==> config.mk <==
export PLATFORM = sky130hd
export DESIGN_NAME = msb_first_bit_packer_flat
export DESIGN_NICKNAME = d
export VERILOG_FILES = /design/src/rtl/mbp_pkg.sv /design/src/rtl/mbp_ifs.sv /design/src/rtl/mbp_front.sv /design/src/rtl/mbp_queue.sv /design/src/rtl/mbp_back.sv /design/src/rtl/msb_first_bit_packer.sv /design/src/flat_wrapper.sv
export SDC_FILE = /design/constraint.sdc
export NUM_CORES = 1
export LEC_CHECK = 0
export BUFFER_PORTS_ARGS = -buffer_cell sky130_fd_sc_hd__buf_2
export CORE_MARGIN = 4
export CORE_UTILIZATION = 56
export DETAILED_ROUTE_END_ITERATION = 12
export PLACE_DENSITY = 0.76
export SLEW_MARGIN = 25
export SYNTH_ARGS = -nofsm -noshare
export SYNTH_HDL_FRONTEND = slang
export SYNTH_SLANG_ARGS = --single-unit
export TNS_END_PERCENT = 100
==> constraint.sdc <==
create_clock -name clk -period 5.6 [get_ports clk]
set_input_delay 0.28 -clock clk [delete_from_list [all_inputs] [get_ports clk]]
set_output_delay 0.28 -clock clk [all_outputs]
set_load 0.02 [all_outputs]
==> src/rtl/mbp_pkg.sv <==
package mbp_pkg;

    localparam int MAX_BYTES = 4096;

    localparam int CAP_W   = 13;
    localparam int VAL_W   = 32;
    localparam int WIDTH_W = 6;
    localparam int REQ_W   = 2;
    localparam int ST_W    = 2;
    localparam int CNT_W   = 3;
    localparam int BP_W    = $clog2(MAX_BYTES * 8 + 8);

    localparam logic [CAP_W-1:0] CAP_RESET = CAP_W'(4096);

    localparam logic [REQ_W-1:0] REQ_WRITE = 2'd0;
    localparam logic [REQ_W-1:0] REQ_ALIGN = 2'd1;
    localparam logic [REQ_W-1:0] REQ_START = 2'd2;

    localparam logic [ST_W-1:0] ST_OK       = 2'd0;
    localparam logic [ST_W-1:0] ST_INVALID  = 2'd1;
    localparam logic [ST_W-1:0] ST_OVERFLOW = 2'd2;

    typedef struct packed {
        logic [VAL_W-1:0] data;
        logic [CNT_W-1:0] count;
        logic [ST_W-1:0]  status;
        logic [CAP_W-1:0] bytes_used;
    } job_t;

    function automatic logic [CAP_W-1:0] used_of(input logic [BP_W-1:0] bp);
        logic [BP_W:0] s;
        s = {1'b0, bp} + (BP_W+1)'(7);
        return CAP_W'(s >> 3);
    endfunction

endpackage

==> src/rtl/mbp_ifs.sv <==
interface mbp_req_if;
    logic                          valid;
    logic                          ready;
    logic [mbp_pkg::REQ_W-1:0]     req_type;
    logic [mbp_pkg::VAL_W-1:0]     field_value;
    logic [mbp_pkg::WIDTH_W-1:0]   field_width;

    modport source (output valid, req_type, field_value, field_width, input ready);
    modport sink   (input valid, req_type, field_value, field_width, output ready);
endinterface

interface mbp_res_if;
    logic                          valid;
    logic                          ready;
    logic                          byte_valid;
    logic [7:0]                    data_byte;
    logic [mbp_pkg::ST_W-1:0]      status;
    logic [mbp_pkg::CAP_W-1:0]     bytes_used;
    logic                          last;

    modport source (output valid, byte_valid, data_byte, status, bytes_used, last,
                    input ready);
    modport sink   (input valid, byte_valid, data_byte, status, bytes_used, last,
                    output ready);
endinterface

interface mbp_cfg_if;
    logic                          valid;
    logic                          ready;
    logic [mbp_pkg::CAP_W-1:0]     capacity_bytes;

    modport source (output valid, capacity_bytes, input ready);
    modport sink   (input valid, capacity_bytes, output ready);
endinterface

==> src/rtl/mbp_front.sv <==
module mbp_front (
    input  logic              clk,
    input  logic              rst_n,
    mbp_req_if.sink           req,
    mbp_cfg_if.sink           cfg,
    input  logic              job_ready,
    output logic              job_push,
    output mbp_pkg::job_t     job
);

    logic [mbp_pkg::CAP_W-1:0] cap_reg;
    logic [mbp_pkg::BP_W-1:0]  bp_reg, bp_next;
    logic [6:0]                part_reg, part_next;

    logic [2:0]                      rem;
    logic [mbp_pkg::WIDTH_W-1:0]     w;
    logic                            w_ok;
    logic [mbp_pkg::BP_W:0]          need_sum;
    logic [31:0]                     need32, cap32, max32, eff32;
    logic                            ovf;
    logic [31:0]                     ft;
    logic [39:0]                     word;
    logic [5:0]                      total;
    logic [2:0]                      n;
    logic [7:0]                      sel;
    logic [mbp_pkg::BP_W-1:0]        bp_wr;

    assign req.ready = job_ready;
    assign cfg.ready = 1'b1;
    assign job_push  = req.valid && job_ready;

    assign rem = bp_reg[2:0];
    assign w   = req.field_width;
    assign w_ok = (w != 6'd0) && (w <= 6'd32);

    assign need_sum = {1'b0, bp_reg} + (mbp_pkg::BP_W+1)'(w) + (mbp_pkg::BP_W+1)'(7);
    assign need32   = 32'(need_sum >> 3);
    assign cap32    = 32'(cap_reg);
    assign max32    = 32'(mbp_pkg::MAX_BYTES);
    assign eff32    = (cap32 > max32) ? max32 : cap32;
    assign ovf      = need32 > eff32;

    // top-align the field, then place it right after the partial bits
    assign ft    = req.field_value << (6'd32 - w);
    assign word  = {part_reg, 1'b0, 32'b0} | ({ft, 8'b0} >> rem);
    assign total = {3'b0, rem} + w;
    assign n     = total[5:3];
    assign bp_wr = bp_reg + mbp_pkg::BP_W'(w);

    always_comb
    begin
        unique case (n)
            3'd0:    sel = word[39:32];
            3'd1:    sel = word[31:24];
            3'd2:    sel = word[23:16];
            3'd3:    sel = word[15:8];
            3'd4:    sel = word[7:0];
            default: sel = 8'd0;
        endcase
    end

    always_comb
    begin
        bp_next        = bp_reg;
        part_next      = part_reg;
        job.data       = '0;
        job.count      = '0;
        job.status     = mbp_pkg::ST_OK;
        job.bytes_used = mbp_pkg::used_of(bp_reg);
        unique case (req.req_type)
            mbp_pkg::REQ_WRITE:
            begin
                if (!w_ok)
                begin
                    job.status = mbp_pkg::ST_INVALID;
                end
                else if (ovf)
                begin
                    job.status = mbp_pkg::ST_OVERFLOW;
                end
                else
                begin
                    bp_next        = bp_wr;
                    part_next      = sel[7:1];
                    job.data       = word[39:8];
                    job.count      = n;
                    job.bytes_used = mbp_pkg::used_of(bp_wr);
                end
            end
            mbp_pkg::REQ_ALIGN:
            begin
                if (rem != 3'd0)
                begin
                    bp_next          = bp_reg + mbp_pkg::BP_W'(4'd8 - {1'b0, rem});
                    part_next        = '0;
                    job.data[31:24]  = {part_reg, 1'b0};
                    job.count        = 3'd1;
                end
            end
            mbp_pkg::REQ_START:
            begin
                bp_next        = '0;
                part_next      = '0;
                job.bytes_used = '0;
            end
            default:
            begin
                bp_next = bp_reg;
            end
        endcase
    end

    always_ff @(posedge clk or negedge rst_n)
    begin
        if (!rst_n)
        begin
            cap_reg  <= mbp_pkg::CAP_RESET;
            bp_reg   <= '0;
            part_reg <= '0;
        end
        else
        begin
            if (cfg.valid)
            begin
                cap_reg <= cfg.capacity_bytes;
            end
            if (job_push)
            begin
                bp_reg   <= bp_next;
                part_reg <= part_next;
            end
        end
    end

endmodule

==> src/rtl/mbp_queue.sv <==
module mbp_queue (
    input  logic              clk,
    input  logic              rst_n,
    input  logic              push,
    input  mbp_pkg::job_t     push_job,
    input  logic              pop,
    output logic              full,
    output logic              head_valid,
    output mbp_pkg::job_t     head
);

    mbp_pkg::job_t mem_reg [2];
    logic          wr_ptr_reg;
    logic          rd_ptr_reg;
    logic [1:0]    cnt_reg;

    assign full       = cnt_reg == 2'd2;
    assign head_valid = cnt_reg != 2'd0;
    assign head       = mem_reg[rd_ptr_reg];

    always_ff @(posedge clk)
    begin
        if (push)
        begin
            mem_reg[wr_ptr_reg] <= push_job;
        end
    end

    always_ff @(posedge clk or negedge rst_n)
    begin
        if (!rst_n)
        begin
            wr_ptr_reg <= 1'b0;
            rd_ptr_reg <= 1'b0;
            cnt_reg    <= 2'd0;
        end
        else
        begin
            if (push)
            begin
                wr_ptr_reg <= ~wr_ptr_reg;
            end
            if (pop)
            begin
                rd_ptr_reg <= ~rd_ptr_reg;
            end
            if (push && !pop)
            begin
                cnt_reg <= cnt_reg + 2'd1;
            end
            else if (pop && !push)
            begin
                cnt_reg <= cnt_reg - 2'd1;
            end
        end
    end

endmodule

==> src/rtl/mbp_back.sv <==
module mbp_back (
    input  logic              clk,
    input  logic              rst_n,
    input  logic              head_valid,
    input  mbp_pkg::job_t     head,
    output logic              pop,
    mbp_res_if.source         res
);

    logic [1:0]                  idx_reg;
    logic                        out_valid_reg;
    logic                        byte_valid_reg;
    logic [7:0]                  data_byte_reg;
    logic [mbp_pkg::ST_W-1:0]    status_reg;
    logic [mbp_pkg::CAP_W-1:0]   bytes_used_reg;
    logic                        last_reg;

    logic                        load;
    logic                        has_bytes;
    logic                        is_last;
    logic [7:0]                  cur_byte;

    assign load      = head_valid && (!out_valid_reg || res.ready);
    assign has_bytes = head.count != 3'd0;
    assign is_last   = !has_bytes || ({1'b0, idx_reg} == head.count - 3'd1);
    assign pop       = load && is_last;

    always_comb
    begin
        unique case (idx_reg)
            2'd0: cur_byte = head.data[31:24];
            2'd1: cur_byte = head.data[23:16];
            2'd2: cur_byte = head.data[15:8];
            2'd3: cur_byte = head.data[7:0];
        endcase
    end

    always_ff @(posedge clk or negedge rst_n)
    begin
        if (!rst_n)
        begin
            idx_reg       <= 2'd0;
            out_valid_reg <= 1'b0;
        end
        else
        begin
            if (load)
            begin
                out_valid_reg <= 1'b1;
                idx_reg       <= is_last ? 2'd0 : idx_reg + 2'd1;
            end
            else if (res.ready)
            begin
                out_valid_reg <= 1'b0;
            end
        end
    end

    always_ff @(posedge clk)
    begin
        if (load)
        begin
            byte_valid_reg <= has_bytes;
            data_byte_reg  <= has_bytes ? cur_byte : 8'd0;
            status_reg     <= head.status;
            bytes_used_reg <= head.bytes_used;
            last_reg       <= is_last;
        end
    end

    assign res.valid      = out_valid_reg;
    assign res.byte_valid = byte_valid_reg;
    assign res.data_byte  = data_byte_reg;
    assign res.status     = status_reg;
    assign res.bytes_used = bytes_used_reg;
    assign res.last       = last_reg;

endmodule

==> src/rtl/msb_first_bit_packer.sv <==
// packs 1..32-bit fields msb first into bytes; the front takes one request per cycle
// while its two-entry job queue has room, and the back emits one result per cycle from
// a registered output while the consumer is ready; a write that completes n bytes (zero to
// four) yields n results, or one with no byte when n is zero, and every other request one;
// an item's first result passes through the job queue and then the output registers
module msb_first_bit_packer (
    input  logic      clk,
    input  logic      rst_n,
    mbp_req_if.sink   req,
    mbp_cfg_if.sink   cfg,
    mbp_res_if.source res
);

    logic          job_push;
    logic          job_full;
    logic          head_valid;
    logic          pop;
    mbp_pkg::job_t job;
    mbp_pkg::job_t head;

    mbp_front u_front (
        .clk       (clk),
        .rst_n     (rst_n),
        .req       (req),
        .cfg       (cfg),
        .job_ready (!job_full),
        .job_push  (job_push),
        .job       (job)
    );

    mbp_queue u_queue (
        .clk        (clk),
        .rst_n      (rst_n),
        .push       (job_push),
        .push_job   (job),
        .pop        (pop),
        .full       (job_full),
        .head_valid (head_valid),
        .head       (head)
    );

    mbp_back u_back (
        .clk        (clk),
        .rst_n      (rst_n),
        .head_valid (head_valid),
        .head       (head),
        .pop        (pop),
        .res        (res)
    );

endmodule
==> src/flat_wrapper.sv <==
// flat-port wrapper written by rule: the top's interface ports become plain ports
module msb_first_bit_packer_flat 
  (clk, rst_n, req_valid, req_req_type, req_field_value, req_field_width, req_ready, cfg_valid, cfg_capacity_bytes, cfg_ready, res_valid, res_byte_valid, res_data_byte, res_status, res_bytes_used, res_last, res_ready);
  mbp_req_if req_i ();
  mbp_cfg_if cfg_i ();
  mbp_res_if res_i ();
  input  logic clk;
  input  logic rst_n;
  input wire logic [$bits(req_i.valid)-1:0] req_valid;
  input wire logic [$bits(req_i.req_type)-1:0] req_req_type;
  input wire logic [$bits(req_i.field_value)-1:0] req_field_value;
  input wire logic [$bits(req_i.field_width)-1:0] req_field_width;
  output wire logic [$bits(req_i.ready)-1:0] req_ready;
  input wire logic [$bits(cfg_i.valid)-1:0] cfg_valid;
  input wire logic [$bits(cfg_i.capacity_bytes)-1:0] cfg_capacity_bytes;
  output wire logic [$bits(cfg_i.ready)-1:0] cfg_ready;
  output wire logic [$bits(res_i.valid)-1:0] res_valid;
  output wire logic [$bits(res_i.byte_valid)-1:0] res_byte_valid;
  output wire logic [$bits(res_i.data_byte)-1:0] res_data_byte;
  output wire logic [$bits(res_i.status)-1:0] res_status;
  output wire logic [$bits(res_i.bytes_used)-1:0] res_bytes_used;
  output wire logic [$bits(res_i.last)-1:0] res_last;
  input wire logic [$bits(res_i.ready)-1:0] res_ready;
  assign req_i.valid = req_valid;
  assign req_i.req_type = req_req_type;
  assign req_i.field_value = req_field_value;
  assign req_i.field_width = req_field_width;
  assign req_ready = req_i.ready;
  assign cfg_i.valid = cfg_valid;
  assign cfg_i.capacity_bytes = cfg_capacity_bytes;
  assign cfg_ready = cfg_i.ready;
  assign res_valid = res_i.valid;
  assign res_byte_valid = res_i.byte_valid;
  assign res_data_byte = res_i.data_byte;
  assign res_status = res_i.status;
  assign res_bytes_used = res_i.bytes_used;
  assign res_last = res_i.last;
  assign res_i.ready = res_ready;
  msb_first_bit_packer u_core (.clk(clk), .rst_n(rst_n), .req(req_i), .cfg(cfg_i), .res(res_i));
endmodule
==> results_dict.tcl <==
set metrics [dict create \
    status "finished clean" \
    largest_reg_flops 100 \
    worst_path_dominant_cell_family "simple AND/OR/NAND/NOR gates" \
    hp-class "in2reg" \
    synth_area_um2 13300 \
    drt_iter0_markers 1287 \
    wl_met1_um 15700 \
    required_ps 5770 \
    yosysSeqAreaShare_pct 36.2 \
    avgSynthCellArea_um2 10.0 \
    timing.fmax_mhz 195 \
    hold_slack_ps 61.8 \
    layout-drive-gt1-share_pct 20.6 \
    cts_buffer_depth 2 \
    postRouteAntennaNets 0 \
    cp_max_fo 26 \
    max_slew_margin_pct 37.9 \
    coreArea_um2 23500 \
    critPathKind "reg2reg" \
    num_vias 11402 \
    path_cells "inv_1 -> ha_1 -> inv_1 -> ha_1 -> nor3b_1 -> o21a_1 -> nor2_1 -> o311a_1 -> nor2_1 -> nand3_1 -> nor2_1 -> nand2_1 -> xnor2_1 -> ha_1 -> nand3_1 -> nor2b_1 -> o32ai_1 -> buf_4 -> nand2b_1 -> buf_4 -> nand2_1 -> a22o_1" \
    rsz0062_at_grt "no" \
    skew_ps 12.7 \
    synth.most_common_cell "edfxtp_1" \
    viasPerCell 6.69 \
    slew_violations 0 \
    start_util_pct 56.8 \
    wire_per_inst_um 21.0 \
    drcViolationCount 0 \
    numClockSinks 168 \
    cellLeakagePower_nw 5.46 \
    tightestPinTransition_ps 927 \
    die_y_um 162 \
    setup.worst_path.end_class "flip-flop" \
    ir_worst_vdd_uv 306 \
    wl_um 35700 \
    crit_arrival_ps 5310 \
    synthTopCellsByArea "edfxtp_1 28%, dfrtp_1 7.9%, mux4_2 7.3%" \
    n_fill_cell 1969 \
    synthCells 1333 \
    post-route-util_pct 61.9 \
    io_pins 86 \
    synth_nets 1437 \
    worst_setup_path_start_kind "flip-flop" \
    diodes 0 \
    drv_cap 0 \
    io_buffers 84 \
    max_stage_delay_ps 410 \
    grt_pass1_vias 10718 \
    fin_area_um2 14500 \
    first_pass_iters 6 \
    synth_cell_type_count 101 \
    root_buffer "clkbuf_16" \
    grt_use_total_pct 27.2 \
    grt_pass1_wl_um 57600 \
    synth_flop_cell "edfxtp_1" \
    fin_setup_tns_ps 0 \
    clk_pin_slew_ps 80 \
    top_layer "met4" \
    power.density_nw_per_um2 450 \
    met2_length_um 15700 \
    ys_seq_elements 168 \
    numCtsBuffers 17 \
    syn2layout_area_growth_pct 8.82 \
    yosys_warnings 0 \
    die_w_um 162 \
    synthTopCellsByCount "125 x edfxtp_1, 123 x nor2_1, 99 x nand2_1" \
    grt_start_max_net_pins 56 \
    clk_latency_ps 430 \
    nets 1476 \
    dpl.hpwl_um 26000 \
    slowest_stage "ha_1" \
    post-route-min-period_ps 5140 \
    wl_met3_um 3440 \
    final-hold-violation-count 0 \
    grt_overflow 0 \
    synth_top_cell_by_area "edfxtp_1" \
    gp_congestion 0.992 \
    finalSetupViolCount 0 \
    rrSetupSlack_ps 460 \
    min_period_over_period_pct 91.8 \
    antenna_found_initial 0 \
    htree_num_levels 4 \
    cts_tree "yes" \
    async_reset_ff_share_pct 25.6 \
    placementRows 56 \
    synth_top_area_share_pct 28.1 \
    worst-path-buf-inv 4 \
    placed_cell_area_um2 13900 \
    synth_edf_count 125 \
    dieArea_um2 26400 \
]
[metal layers]
layer | up-vias | GRT usage [%]
met4 | 0 | 7.80
met2 | 625 | 40.3
li1 | 5212 | -
met5 | - | 0
met3 | 75 | 5.97
met1 | 5490 | 40.4
[repair_timing]
action	4_1_cts	5_1_grt
hold buffers	1	0
endpoints found under the hold margin	42	0
setup endpoints to repair	0	6
setup buffers	0	0
gates resized for setup	0	2
[cells in the final DEF (no fill, tap or decap), drive strengths merged, types with 21 or more instances in the layout]
| cell type | instances |
|---|---|
| nor2 | 126 |
| inv | 62 |
| o21ai | 70 |
| nor3 | 45 |
| dfrtp | 42 |
| ha | 43 |
| xnor2 | 31 |
| nand2 | 101 |
| edfxtp | 125 |
| nand3 | 37 |
| mux4 | 45 |
| mux2 | 55 |
| a21oi | 52 |
| mux2i | 44 |
| xor2 | 21 |
| buf | 116 |
[tightest hold or removal path: stages]
cell and delay (ps):
buf_2 80, nand2_1 40, o21ai_0 60
[stage by stage]
stage                     cells  power [mW]  setup WS [ps]
after floorplan            1333        4.46           7.03
after global placement     1671        5.26            589
after detailed placement   1671        5.33            451
after CTS                  1704        6.49            421
after global routing       1704        6.95           47.5
final                      1704        6.54            462
[report_power, final]
group	leakage, nW	switching, mW	internal [mW]	total, mW
Combinational	3.44	2.14	1.27	3.41
Clock	0.278	0.552	0.597	1.15
Sequential	1.74	0.172	1.81	1.98
Total	5.46	2.86	3.68	6.54
[cell families after synthesis]
| family | Yosys count | share of synthesized area (%) |
|---|---|---|
| AO/OA/AOI/OAI | 361 | 19.9 |
| XOR/XNOR | 52 | 3.53 |
| adder cells (fa/ha/maj) | 47 | 4.56 |
| buffers and inverters | 152 | 5.21 |
| flip-flops | 168 | 36.2 |
| multiplexers | 144 | 15.8 |
| other | 1 | 0.0281 |
| AND/OR/NAND/NOR | 408 | 14.8 |
[cell type report]
| class | instances | area (µm²) | area share [%] |
|---|---|---|---|
| inverters | 55 | 206 | 1.42 |
| clock inverters | 14 | 153 | 1.05 |
| clock buffers | 18 | 429 | 2.96 |
| flip-flops and latches | 168 | 4830 | 33.3 |
| well taps | 319 | 399 | 2.75 |
| multi-input cells | 1013 | 7830 | 53.9 |
| repair buffers | 117 | 671 | 4.62 |
[final timing paths]
| kind | from | endpoint | cells past startpoint |
|---|---|---|---|
| worst max register to register | u_core.u_front.bp_reg[2] | u_core.u_queue.mem_reg[0][45] | 22 |
| worst min-delay path | cfg_capacity_bytes[12] | u_core.u_front.cap_reg[12] | 3 |
| worst max-delay path | u_core.u_front.bp_reg[2] | u_core.u_queue.mem_reg[0][45] | 22 |
| worst min register to register | u_core.u_back.res.valid | u_core.u_back.res.valid | 2 |
| min in group asynchronous | rst_n | u_core.u_back.idx_reg[0] | 3 |
| max in group asynchronous | rst_n | u_core.u_front.cap_reg[4] | 3 |
No activity file was read; power rests on OpenSTA's default activity.
